## src/hdl/stq_pkg.sv

```systemverilog
package stq_pkg;

    localparam int TIMER_SLOTS = 16;
    localparam int IDX_W       = (TIMER_SLOTS > 1) ? $clog2(TIMER_SLOTS) : 1;
    localparam int TIME_W      = 63;
    localparam int IVL_W       = 40;
    localparam int SEQ_W       = 32;

    typedef enum logic [1:0] {
        CMD_ADD    = 2'd0,
        CMD_CANCEL = 2'd1,
        CMD_EXPIRE = 2'd2,
        CMD_NONE   = 2'd3
    } t_cmd;

    typedef enum logic [2:0] {
        KIND_ADDED     = 3'd0,
        KIND_FULL      = 3'd1,
        KIND_CANCELLED = 3'd2,
        KIND_MISSED    = 3'd3,
        KIND_EXPIRED   = 3'd4,
        KIND_DONE      = 3'd5
    } t_kind;

    typedef enum logic [1:0] {
        SCAN_ALL   = 2'd0,
        SCAN_FINAL = 2'd1,
        SCAN_PICK  = 2'd2
    } t_scan;

    typedef struct packed {
        logic  load;
        logic  scan_clr;
        logic  scan_step;
        t_scan mode;
        logic  cancel_chk;
        logic  emit_add;
        logic  emit_cancel;
        logic  fire;
        logic  emit_done;
    } t_dp_cmd;

    typedef struct packed {
        t_cmd cmd;
        logic scan_last;
        logic due_any;
    } t_dp_sts;

endpackage

```

## src/hdl/stq_ctrl.sv

```systemverilog
module stq_ctrl import stq_pkg::*; (
    input  logic    i_clk,
    input  logic    i_rst_n,
    input  logic    start,
    input  logic    busy_unused_n,
    input  t_cmd    i_command,
    input  t_dp_sts i_sts,
    output t_dp_cmd o_cmd,
    output logic    busy
);

    typedef enum logic [8:0] {
        ST_IDLE     = 9'b000000001,
        ST_CAN_CHK  = 9'b000000010,
        ST_SCAN_MIN = 9'b000000100,
        ST_EXP_NEXT = 9'b000001000,
        ST_EXP_PICK = 9'b000010000,
        ST_EXP_FIRE = 9'b000100000,
        ST_ADD_EMIT = 9'b001000000,
        ST_CAN_EMIT = 9'b010000000,
        ST_DONE     = 9'b100000000
    } t_state;

    t_state r_state, n_state;

    always_ff @(posedge i_clk) begin
        if (!i_rst_n) begin
            r_state <= ST_IDLE;
        end else begin
            r_state <= n_state;
        end
    end

    always_comb begin
        n_state = r_state;
        o_cmd   = '0;
        o_cmd.mode = SCAN_ALL;
        case (r_state)
            ST_IDLE: begin
                if (start && busy_unused_n) begin
                    o_cmd.load = 1'b1;
                    n_state = (i_command == CMD_CANCEL) ? ST_CAN_CHK : ST_SCAN_MIN;
                end
            end
            ST_CAN_CHK: begin
                o_cmd.cancel_chk = 1'b1;
                n_state = ST_SCAN_MIN;
            end
            ST_SCAN_MIN: begin
                o_cmd.scan_step = 1'b1;
                o_cmd.mode = (i_sts.cmd == CMD_EXPIRE) ? SCAN_FINAL : SCAN_ALL;
                if (i_sts.scan_last) begin
                    case (i_sts.cmd)
                        CMD_ADD:    n_state = ST_ADD_EMIT;
                        CMD_CANCEL: n_state = ST_CAN_EMIT;
                        CMD_EXPIRE: n_state = ST_EXP_NEXT;
                        default:    n_state = ST_DONE;
                    endcase
                end
            end
            ST_EXP_NEXT: begin
                // due timers are fired one per pick pass, earliest first
                if (i_sts.due_any) begin
                    o_cmd.scan_clr = 1'b1;
                    n_state = ST_EXP_PICK;
                end else begin
                    n_state = ST_DONE;
                end
            end
            ST_EXP_PICK: begin
                o_cmd.scan_step = 1'b1;
                o_cmd.mode = SCAN_PICK;
                if (i_sts.scan_last) begin
                    n_state = ST_EXP_FIRE;
                end
            end
            ST_EXP_FIRE: begin
                o_cmd.fire = 1'b1;
                n_state = ST_EXP_NEXT;
            end
            ST_ADD_EMIT: begin
                o_cmd.emit_add = 1'b1;
                n_state = ST_IDLE;
            end
            ST_CAN_EMIT: begin
                o_cmd.emit_cancel = 1'b1;
                n_state = ST_IDLE;
            end
            ST_DONE: begin
                o_cmd.emit_done = 1'b1;
                n_state = ST_IDLE;
            end
            default: begin
                n_state = ST_IDLE;
            end
        endcase
    end

    assign busy = (r_state != ST_IDLE);

endmodule

```

## src/hdl/stq_dp.sv

```systemverilog
module stq_dp import stq_pkg::*; (
    input  logic                i_clk,
    input  logic                i_rst_n,
    input  t_dp_cmd             i_cmd,
    input  t_cmd                i_command,
    input  logic [TIME_W-1:0]   i_expire_at,
    input  logic [IVL_W-1:0]    i_interval_us,
    input  logic [3:0]          i_slot,
    input  logic [SEQ_W-1:0]    i_sequence_req,
    input  logic [TIME_W-1:0]   i_now,
    output t_dp_sts             o_sts,
    output logic                o_valid,
    output logic [2:0]          o_kind,
    output logic [3:0]          o_timer_slot,
    output logic [SEQ_W-1:0]    o_timer_sequence,
    output logic                o_became_first,
    output logic                o_next_valid,
    output logic [TIME_W-1:0]   o_next_deadline,
    output logic                o_last
);

    // slot file
    logic [TIMER_SLOTS-1:0] r_valid;
    logic [TIMER_SLOTS-1:0] r_due;
    logic [TIME_W-1:0]      r_exp [TIMER_SLOTS];
    logic [IVL_W-1:0]       r_ivl [TIMER_SLOTS];
    logic [SEQ_W-1:0]       r_seq [TIMER_SLOTS];
    logic [SEQ_W-1:0]       r_seqcnt;

    // latched transaction
    t_cmd                   r_cmd;
    logic [TIME_W-1:0]      r_at;
    logic [IVL_W-1:0]       r_ivl_in;
    logic [3:0]             r_slot;
    logic [SEQ_W-1:0]       r_sreq;
    logic [TIME_W-1:0]      r_now;

    // scan state
    logic [IDX_W-1:0]       r_idx;
    logic                   r_min_any;
    logic [TIME_W-1:0]      r_min;
    logic                   r_free_any;
    logic [IDX_W-1:0]       r_free_idx;
    logic                   r_pk_any;
    logic [IDX_W-1:0]       r_pk_idx;
    logic [TIME_W-1:0]      r_pk_exp;
    logic [TIME_W-1:0]      r_pk_new;
    logic                   r_pk_rep;
    logic [SEQ_W-1:0]       r_pk_seq;
    logic                   r_hit;

    logic [TIME_W-1:0]      rd_exp;
    logic [IVL_W-1:0]       rd_ivl;
    logic [SEQ_W-1:0]       rd_seq;
    logic                   rd_valid;
    logic                   due_now;
    logic [TIME_W:0]        sum;
    logic [TIME_W-1:0]      rearm;
    logic                   cand_ok;
    logic [TIME_W-1:0]      cand_val;
    logic                   min_upd;
    logic                   pk_upd;
    logic                   hit;
    logic [SEQ_W-1:0]       seq_new;
    logic                   at_first;

    assign rd_exp   = r_exp[r_idx];
    assign rd_ivl   = r_ivl[r_idx];
    assign rd_seq   = r_seq[r_idx];
    assign rd_valid = r_valid[r_idx];
    assign due_now  = rd_valid && (rd_exp <= r_now);
    assign sum      = {1'b0, r_now} + (TIME_W+1)'(rd_ivl);
    assign rearm    = sum[TIME_W] ? {TIME_W{1'b1}} : sum[TIME_W-1:0];

    always_comb begin
        cand_ok  = rd_valid;
        cand_val = rd_exp;
        case (i_cmd.mode)
            SCAN_ALL: begin
                cand_ok  = rd_valid;
                cand_val = rd_exp;
            end
            SCAN_FINAL: begin
                // state after the expire: due one-shots gone, repeaters re-armed
                cand_ok  = rd_valid && (!due_now || (rd_ivl != '0));
                cand_val = due_now ? rearm : rd_exp;
            end
            SCAN_PICK: begin
                cand_ok  = r_due[r_idx];
                cand_val = rd_exp;
            end
            default: begin
                cand_ok  = 1'b0;
                cand_val = rd_exp;
            end
        endcase
    end

    assign min_upd = i_cmd.scan_step && (i_cmd.mode != SCAN_PICK) && cand_ok &&
                     (!r_min_any || (cand_val < r_min));
    assign pk_upd  = i_cmd.scan_step && (i_cmd.mode == SCAN_PICK) && cand_ok &&
                     (!r_pk_any || (cand_val < r_pk_exp));
    assign hit     = (32'(r_slot) < 32'(TIMER_SLOTS)) && rd_valid && (rd_seq == r_sreq);
    assign seq_new = r_seqcnt + SEQ_W'(1);
    assign at_first = !r_min_any || (r_at < r_min);

    assign o_sts.cmd       = r_cmd;
    assign o_sts.scan_last = (r_idx == IDX_W'(TIMER_SLOTS - 1));
    assign o_sts.due_any   = |r_due;

    // control registers
    always_ff @(posedge i_clk) begin
        if (!i_rst_n) begin
            r_valid  <= '0;
            r_due    <= '0;
            r_seqcnt <= '0;
            o_valid  <= 1'b0;
        end else begin
            o_valid <= i_cmd.emit_add || i_cmd.emit_cancel || i_cmd.fire || i_cmd.emit_done;
            if (i_cmd.load) begin
                r_due <= '0;
            end
            if (i_cmd.scan_step && (i_cmd.mode == SCAN_FINAL)) begin
                r_due[r_idx] <= due_now;
            end
            if (i_cmd.cancel_chk && hit) begin
                r_valid[r_idx] <= 1'b0;
            end
            if (i_cmd.emit_add && r_free_any) begin
                r_valid[r_free_idx] <= 1'b1;
                r_seqcnt            <= seq_new;
            end
            if (i_cmd.fire) begin
                r_due[r_pk_idx] <= 1'b0;
                if (!r_pk_rep) begin
                    r_valid[r_pk_idx] <= 1'b0;
                end
            end
        end
    end

    // payload registers
    always_ff @(posedge i_clk) begin
        if (i_cmd.load) begin
            r_cmd      <= i_command;
            r_at       <= i_expire_at;
            r_ivl_in   <= i_interval_us;
            r_slot     <= i_slot;
            r_sreq     <= i_sequence_req;
            r_now      <= i_now;
            r_idx      <= (i_command == CMD_CANCEL) ? IDX_W'(i_slot) : '0;
            r_min_any  <= 1'b0;
            r_min      <= '0;
            r_free_any <= 1'b0;
            r_free_idx <= '0;
        end
        if (i_cmd.cancel_chk) begin
            r_hit <= hit;
            r_idx <= '0;
        end
        if (i_cmd.scan_clr) begin
            r_idx    <= '0;
            r_pk_any <= 1'b0;
        end
        if (i_cmd.scan_step) begin
            r_idx <= IDX_W'(r_idx + IDX_W'(1));
            if (min_upd) begin
                r_min_any <= 1'b1;
                r_min     <= cand_val;
            end
            if ((i_cmd.mode == SCAN_ALL) && !rd_valid && !r_free_any) begin
                r_free_any <= 1'b1;
                r_free_idx <= r_idx;
            end
            if (pk_upd) begin
                r_pk_any <= 1'b1;
                r_pk_idx <= r_idx;
                r_pk_exp <= rd_exp;
                r_pk_new <= rearm;
                r_pk_rep <= (rd_ivl != '0);
                r_pk_seq <= rd_seq;
            end
        end
        if (i_cmd.emit_add && r_free_any) begin
            r_exp[r_free_idx] <= r_at;
            r_ivl[r_free_idx] <= r_ivl_in;
            r_seq[r_free_idx] <= seq_new;
        end
        if (i_cmd.fire && r_pk_rep) begin
            r_exp[r_pk_idx] <= r_pk_new;
        end

        // result register
        o_became_first   <= 1'b0;
        o_next_valid     <= r_min_any;
        o_next_deadline  <= r_min;
        o_last           <= 1'b1;
        o_kind           <= KIND_DONE;
        o_timer_slot     <= '0;
        o_timer_sequence <= '0;
        if (i_cmd.emit_add) begin
            if (r_free_any) begin
                o_kind           <= KIND_ADDED;
                o_timer_slot     <= 4'(r_free_idx);
                o_timer_sequence <= seq_new;
                o_became_first   <= at_first;
                o_next_valid     <= 1'b1;
                o_next_deadline  <= at_first ? r_at : r_min;
            end else begin
                o_kind <= KIND_FULL;
            end
        end else if (i_cmd.emit_cancel) begin
            o_kind           <= r_hit ? KIND_CANCELLED : KIND_MISSED;
            o_timer_slot     <= r_slot;
            o_timer_sequence <= r_sreq;
        end else if (i_cmd.fire) begin
            o_kind           <= KIND_EXPIRED;
            o_timer_slot     <= 4'(r_pk_idx);
            o_timer_sequence <= r_pk_seq;
            o_last           <= 1'b0;
        end
    end

    a_fire_has_pick: assert property (@(posedge i_clk) disable iff (!i_rst_n)
        i_cmd.fire |-> (r_pk_any && r_due[r_pk_idx]))
        else $error("fire without a due timer picked");

    a_load_clears_due: assert property (@(posedge i_clk) disable iff (!i_rst_n)
        i_cmd.load |=> (r_due == '0))
        else $error("due set not cleared on new transaction");

    a_not_last_is_expired: assert property (@(posedge i_clk) disable iff (!i_rst_n)
        (o_valid && !o_last) |-> (o_kind == KIND_EXPIRED))
        else $error("non-final result that is not an expiry");

    a_due_subset_valid: assert property (@(posedge i_clk) disable iff (!i_rst_n)
        ((r_due & ~r_valid) == '0))
        else $error("due timer in a free slot");

endmodule

```

## src/hdl/sorted_timer_queue_unit.sv

```systemverilog
// channel   | handshake            | payload
// ----------+----------------------+-------------------------------------------
// input     | start, busy          | i_command, i_expire_at, i_interval_us,
//           |                      | i_slot, i_sequence_req, i_now
// result    | o_valid (one cycle)  | o_kind, o_timer_slot, o_timer_sequence,
//           |                      | o_became_first, o_next_valid,
//           |                      | o_next_deadline, o_last
//
// add and unused commands make one scan of all TIMER_SLOTS slots; cancel first
// checks the named slot, then scans. expire scans once; then each due timer costs
// one full pass of the single slot-file read port to find the earliest.
// synchronous active-low reset frees all slots and zeroes the sequence counter.
// a result is valid for one cycle only; the receiver cannot stall.
module sorted_timer_queue_unit import stq_pkg::*; (
    input  logic                i_clk,
    input  logic                i_rst_n,
    input  logic                start,
    output logic                busy,
    input  logic [1:0]          i_command,
    input  logic [TIME_W-1:0]   i_expire_at,
    input  logic [IVL_W-1:0]    i_interval_us,
    input  logic [3:0]          i_slot,
    input  logic [SEQ_W-1:0]    i_sequence_req,
    input  logic [TIME_W-1:0]   i_now,
    output logic                o_valid,
    output logic [2:0]          o_kind,
    output logic [3:0]          o_timer_slot,
    output logic [SEQ_W-1:0]    o_timer_sequence,
    output logic                o_became_first,
    output logic                o_next_valid,
    output logic [TIME_W-1:0]   o_next_deadline,
    output logic                o_last
);

    t_dp_cmd dp_cmd;
    t_dp_sts dp_sts;
    t_cmd    command;

    assign command = t_cmd'(i_command);

    stq_ctrl u_ctrl (
        .i_clk         (i_clk),
        .i_rst_n       (i_rst_n),
        .start         (start),
        .busy_unused_n (!busy),
        .i_command     (command),
        .i_sts         (dp_sts),
        .o_cmd         (dp_cmd),
        .busy          (busy)
    );

    stq_dp u_dp (
        .i_clk              (i_clk),
        .i_rst_n            (i_rst_n),
        .i_cmd              (dp_cmd),
        .i_command          (command),
        .i_expire_at        (i_expire_at),
        .i_interval_us      (i_interval_us),
        .i_slot             (i_slot),
        .i_sequence_req     (i_sequence_req),
        .i_now              (i_now),
        .o_sts              (dp_sts),
        .o_valid            (o_valid),
        .o_kind             (o_kind),
        .o_timer_slot       (o_timer_slot),
        .o_timer_sequence   (o_timer_sequence),
        .o_became_first     (o_became_first),
        .o_next_valid       (o_next_valid),
        .o_next_deadline    (o_next_deadline),
        .o_last             (o_last)
    );

endmodule
```

## config.mk

```make
export PLATFORM = sky130hd
export DESIGN_NAME = sorted_timer_queue_unit
export DESIGN_NICKNAME = d
export VERILOG_FILES = /design/src/hdl/stq_pkg.sv /design/src/hdl/stq_ctrl.sv /design/src/hdl/stq_dp.sv /design/src/hdl/sorted_timer_queue_unit.sv
export SDC_FILE = /design/constraint.sdc
export NUM_CORES = 2
export LEC_CHECK = 0
export BUFFER_PORTS_ARGS = -buffer_cell sky130_fd_sc_hd__buf_4
export CAP_MARGIN = 20
export CORE_MARGIN = 1.5
export CORE_UTILIZATION = 40
export CTS_CLUSTER_SIZE = 12
export DETAILED_ROUTE_END_ITERATION = 12
export GPL_TIMING_DRIVEN = 1
export HOLD_SLACK_MARGIN = 0.03
export PLACE_DENSITY_LB_ADDON = 0.2
export SLEW_MARGIN = 10
export SYNTH_ARGS = -nofsm -noshare
export SYNTH_HDL_FRONTEND = slang
export SYNTH_SLANG_ARGS = --single-unit
```

## constraint.sdc

```tcl
create_clock -name i_clk -period 49 [get_ports i_clk]
set_input_delay 9.8 -clock i_clk [delete_from_list [all_inputs] [get_ports i_clk]]
set_output_delay 9.8 -clock i_clk [all_outputs]
set_load 0.01 [all_outputs]
```

==> Yosys cells after proc, flatten, opt, wreduce, memory -nomap -nowiden <==
Memory sizes are Yosys's and may differ from the RTL's. A register that Yosys moved wholly into a read port is not among the register bits.
Index checks and enable logic that the tools add are counted.
{ "word_totals": {"latchBits": 0, "mem_bits_ro": 0, "register_bits": 621, "mem_bits_rw": 2160, "in_bits": 207, "n_memories": 3, "output_inout_bits": 107} }
{ "memory_table": {"columns": ["memory", "depth", "width", "read_ports", "rd_clocked_by_memory_dff", "write_ports", "line", "text"], "rows": [
  ["u_dp.r_exp", 16, 63, 1, 1, 1, "stq_dp.sv:25", "logic [TIME_W-1:0] r_exp [TIMER_SLOTS];"],
  ["u_dp.r_ivl", 16, 40, 1, 1, 1, "stq_dp.sv:26", "logic [IVL_W-1:0] r_ivl [TIMER_SLOTS];"],
  ["u_dp.r_seq", 16, 32, 1, 1, 1, "stq_dp.sv:27", "logic [SEQ_W-1:0] r_seq [TIMER_SLOTS];"]
]} }
{ "classes": {"div": 0, "n_lt_le_gt_ge": 10, "mux": 93, "n_mul": 0, "shift": 0, "eq_ne": 21, "n_addsub": 3, "reduce_logical": 42, "bitwise": 6} }
{ "ops": {"columns": ["cell", "n"], "rows": [
  ["63-bit two-way mux", 10],
  ["63-bit less-than comparator", 3],
  ["16-bit two-way mux", 11],
  ["32-bit two-way mux", 4],
  ["63-bit by 40-bit adder with 64-bit output", 1],
  ["4-bit two-way mux", 16],
  ["63-bit less-or-equal comparator", 1],
  ["63-bit OR reduction", 1],
  ["9-bit one-hot mux with 6 select lines", 1],
  ["16-bit AND", 3],
  ["40-bit nonzero test", 1],
  ["9-bit two-way mux", 4],
  ["1-bit two-way mux", 35],
  ["32-bit by 1-bit adder with 32-bit output (second input constant)", 1],
  ["32-bit == test", 1],
  ["16-bit NOT", 2],
  ["9-bit one-hot mux with 3 select lines", 1],
  ["1-bit logical AND", 19],
  ["16-bit bitwise mux", 1],
  ["16-bit OR", 1],
  ["16-bit OR reduction", 1],
  ["4-bit by 5-bit less-than comparator with 1-bit output (second input constant)", 3],
  ["1-bit demux with 4-bit select", 3],
  ["4-bit by 1-bit >= comparator with 1-bit output (second input constant)", 3],
  ["other kinds (27)", 48]
]} }

==> Longest topological paths before layout <==
{ "logic_depth": {"depth_word": 14, "depth_mapped": 35} }

==> Hierarchy <==
Synthesis repeated with hierarchy kept, for this count alone.
{ "hier_totals": {"cells_unflattened": 7441, "hier_area_um2": 125835.7} }
{ "modules_own_cells": {"columns": ["module", "seq_area_each_um2", "cells_each", "instances", "area_per_inst_um2"], "rows": [
  ["stq_dp", 80917.6, 7362, 1, 125165.0],
  ["stq_ctrl", 180.2, 78, 1, 666.9],
  ["sorted_timer_queue_unit", 0.0, 1, 1, 3.8]
]} }

==> Least setup slack after synthesis <==
Ideal clock, no wire load.
{ "synth_timing": {"kind": "flip-flop to flip-flop", "from": "register (tool-made name)", "to": "register u_dp.r_pk_exp[0], enable pin", "required_ns": 48.074, "stages_incl_launch_ff": 33, "setup_slack_ns": 29.070, "arrival_time_ns": 19.004, "setup_ns": 0.926, "synth_period_minus_slack_ns": 19.930, "cell_sequence": "dfxtp_1 > buf_2 > buf_4 > buf_4 > buf_4 > buf_4 > buf_2 > buf_2 > buf_2 > mux4_2 > mux4_2 > ha_1 > nand4_1 > nor4_1 > nand4_1 > or4_1 > o41ai_1 > and2_1 > clkbuf_1 > buf_2 > nand2_1 > nor3b_1 > nor2_1 > ha_1 > a21o_1 > a21o_1 > a21oi_1 > nor2b_1 > o21ai_0 > a21oi_1 > nor2_1 > o311ai_0 > a211oi_1"} }
{ "synth_rtl": {"columns": ["element", "line", "text"], "rows": [
  ["to (signal assigned)", "stq_dp.sv:178", "r_pk_exp <= rd_exp;"],
  ["to (decl)", "stq_dp.sv:46", "logic [TIME_W-1:0] r_pk_exp;"]
]} }

==> Worst setup path after layout <==
{ "layout_timing": {"from": "register u_ctrl.r_state[3]", "to": "output busy"} }
{ "layout_via": {"elab_chain_cells": 1} }
{ "layout_lines": {"columns": ["element", "line", "text"], "rows": [
  ["from (decl)", "stq_ctrl.sv:24", "t_state r_state, n_state;"],
  ["from (signal assigned)", "stq_ctrl.sv:30", "r_state <= n_state;"],
  ["9-bit by 1-bit inequality test with 1-bit output", "stq_ctrl.sv:99", "assign busy = (r_state != ST_IDLE);"],
  ["to (decl)", "sorted_timer_queue_unit.sv:18", "output logic busy,"]
]} }
Every way passes these cells.

==> results by group <==
Routing
  – DRC violation count after routing: 0
  – Detailed-router iteration count before antenna repair: 6
  – Number of antenna-violating nets in the routed design: 0
  – Via count: 63.49k
  – Routed via count divided by cell count: 5.793
  – Detailed-route wire length: 336100 um
  – Iteration-0 DRC count of the detailed router: 6467
  – Routed wire per std cell: 30.66 um

Die
  – Area of the die: 289800 um2
  – Die Span Y: 538.3 um
  – Ports: 314
  – Starting density of the core: 0.4022
  – Die span in x: 538.3 um
  – Std-Cell Core Area: 285000 um2
  – Row Count: 196

Critical path
  – Cell type of the slowest stage on the worst timing path: nor4_1
  – Cell depth of the worst flop-to-flop path: 27
  – Slowest cell delay on critical path: 670 ps
  – Maximum fanout along the worst path: 5
  – Kind of capture point of the worst setup path: primary output
  – Count of buffering cells on the critical path with inverters included: 1
  – Critical-path cell list: nor4_1 -> nand4_1 -> buf_4
  – Crit path arrival time: 2530 ps
  – Required time at the endpoint of the critical path: 39200 ps
  – Setup crit start kind: flop
  – Largest delay contributor family on the critical path: simple AND/OR/NAND/NOR gates
  – Levels on crit path: 3
  – Critical path class: flop to primary output

STA
  – Post-Route Setup TNS: 0 ps
  – Post-layout min period: 12330 ps
  – Setup-failing EPs final: 0
  – Worst slew margin relative to its limit: 0.2455
  – Max Clock Freq: 81.12 MHz
  – Slew at the pin closest to its max-slew limit: 1100 ps
  – Number of failing hold endpoints at the final stage: 0
  – Clock tree skew after final layout: 63.98 ps
  – Post-route fraction of the period consumed by the critical path: 0.2516
  – Unrepaired setup endpoints after global routing: false
  – Final Max Slew Viols: 0

GRT
  – Vias in the first global route: 63.67k
  – Final global-route overflow total: 0
  – Maximum number of pins on one net before global-route repair: 127
  – GRT Total Usage: 0.2287
  – Initial antenna violation count: 14
  – Global-route wire length before repair: 475900 um

Logic synthesis
  – Total nets after synthesis: 6962
  – Dominant synthesized flop cell: edfxtp_1
  – Fraction of synthesized cell area taken by the top area cell type: 0.6633
  – Cell taking the most area after synthesis: edfxtp_1
  – Cell with the most instances after synthesis: edfxtp_1
  – Post-synthesis sequential area ratio: 0.7075
  – Post-synthesis register bit count: 2785
  – Cells taking the most area after synthesis: edfxtp_1, mux4_2, dfxtp_1, ha_1, nand2_1
  – Fraction of registers with async set or reset after synthesis: 0
  – Number of enable flip-flop cells after synthesis: 2532
  – Instance count of the mapped netlist: 6460
  – Number of warning messages in the yosys log: 0
  – Unique masters post-synth: 78
  – Average instance area after synthesis: 17.74 um2
  – Mapped cell area: 114600 um2
  – Leading cell types by count after synthesis: edfxtp_1, mux4_2, nand2_1, ha_1, dfxtp_1

Finish
  – Share of the core filled with cells: 0.4621
  – Final standard cell count with taps included and fillers excluded: 10.96k
  – Final #Nets: 7457
  – Number of fill cells in the layout: 24.35k
  – Fraction of final layout cells sized beyond drive strength 1: 0.2414
  – Area growth from synthesis to layout: 14.88%

Clock network
  – H-tree levels: 5
  – CTS Buf Count: 311
  – Clock tree buffer depth: 4
  – Post-CTS sizing: 0
  – Cts-stage hold buffer count: 0
  – TritonCTS clock tree: yes
  – Number of setup buffers added after CTS: 0
  – Clock transition at the registers of the reported paths: 60 ps
  – Worst-Skew Late Latency: 890 ps
  – Cell at the root of the clock tree: clkbuf_16
  – Total number of clock tree sinks: 2785

Pwr
  – Leakage: 0.04434 uW
  – Power density over the cells: 54.71 nW/um2
  – Maximum vdd drop: 48.56 uV

Place
  – # port buffers: 313
  – RePlAce Congestion: 0.9086
  – Number of placed instances with taps included: 10.40k
  – DP Wirelength: 210500 um

Outcome
  – Result of the run: finished, final reports clean

Min path
  – Path category of the worst min-delay check: flop to flop
  – Cells on Worst Hold Path: 2

Flow run
  – MaxCap Viol Count: 0
==> final timing paths <==
check,startpoint,endpoint,slack [ps]
worst max-delay path,u_ctrl.r_state[3]$_SDFFE_PN0P_,busy,36670
worst min register to register,u_dp.r_pk_seq[4]$_DFFE_PP_,u_dp.o_timer_sequence[4]$_DFF_P_,460
worst min-delay path,u_dp.r_pk_seq[4]$_DFFE_PP_,u_dp.o_timer_sequence[4]$_DFF_P_,460
worst max register to register,flop,u_dp.r_min[52]$_DFF_P_,36950
==> through the flow <==
step	worst slack, ps	power (uW)	instance area (um2)	hold slack [ps]
2_1_floorplan	29070	4226	114600	425.6
3_3_place_gp	36540	4988	121900	457.7
3_5_place_dp	36640	5001	121900	452.0
4_1_cts	36610	7225	131500	465.8
5_1_grt	36370	7484	131700	487.7
6_report	36670	7204	131700	459.3
==> state kept, by name, summed over array words and instances, names as in the netlist, 40 cells and up, named ones only <==
register              count
u_dp.r_exp             1008
u_dp.r_at                63
u_dp.r_seq              512
u_dp.r_pk_exp            63
u_dp.r_pk_new            63
u_dp.r_ivl              640
u_dp.o_next_deadline     63
u_dp.r_now               63
u_dp.r_ivl_in            40
u_dp.r_min               63
==> cell families after synthesis <==
kind of cell | after synthesis | synth area share
mux | 817 | 0.1417
compound gates | 716 | 0.04125
flops | 2785 | 0.7075
xor+xnor | 136 | 0.01039
simple gates | 1180 | 0.04775
buf+inv | 531 | 0.01909
fa+ha+maj | 295 | 0.03227
==> worst reg2reg max path: stages, from the launching register on <==
cell and delay, ps:
dfxtp_4 590, buf_4 850, buf_12 610, buf_12 650, mux4_2 480, mux2i_1 70, mux2i_1 610, ha_1 350
fa_1 230, a21o_1 180, a31oi_1 120, o21ai_0 550, nand3_1 450, a2111o_1 600, a21boi_0 640, a21oi_1 190
o31ai_1 740, ha_1 250, nand4_1 310, nor4_1 700, and4_1 360, nand2_1 180, nor4_1 840, nand3_1 190
a21oi_1 720, buf_4 300, o211ai_1 100, o31ai_1 100
==> cells in the final DEF, fill, tap and decap left out, drive strengths merged, types with 14 or more instances in the layout <==
| master | instances |
|---|---|
| nand2b | 19 |
| a31oi | 68 |
| dfxtp | 253 |
| nand3 | 100 |
| nand4 | 80 |
| buf | 468 |
| clkbuf | 424 |
| nor4 | 37 |
| o211ai | 32 |
| and4 | 16 |
| nor2b | 22 |
| or2 | 17 |
| nor3 | 44 |
| and3 | 25 |
| a21boi | 15 |
| a21o | 74 |
| a211oi | 27 |
| nor2 | 232 |
| mux2 | 127 |
| a21oi | 169 |
| edfxtp | 2532 |
| ha | 294 |
| a22oi | 65 |
| and2 | 43 |
| or3 | 14 |
| xnor2 | 86 |
| o22ai | 18 |
| clkinv | 95 |
| mux4 | 632 |
| nand2 | 504 |
| o21ai | 120 |
| mux2i | 58 |
| inv | 263 |
| xor2 | 50 |
==> final cells by class <==
class                   count  area, um2  area share
diodes                      3      7.507  0.00005701
clock buffers             424       8513     0.06465
clock inverters           129       1089    0.008267
inverters                 245      934.6    0.007098
multi-input cells        3144      31710      0.2408
flip-flops and latches   2785      81110      0.6160
well taps                3762       4707     0.03575
repair buffers            468       3596     0.02731
==> power by group <==
| part | total [uW] | internal [uW] | switching (uW) |
|---|---|---|---|
| sequential | 2850 | 2740 | 110 |
| combinational | 2130 | 811 | 1320 |
| clock | 2230 | 1280 | 943 |
==> routing by layer <==
layer,global-route usage,wire [um],vias up
met4,0.07695,11660,2
li1,-,-,26830
met2,0.3687,159600,2481
met1,0.3204,143900,33700
met5,0,20,-
met3,0.03084,20920,481
Power figures use the tool's default switching activity.
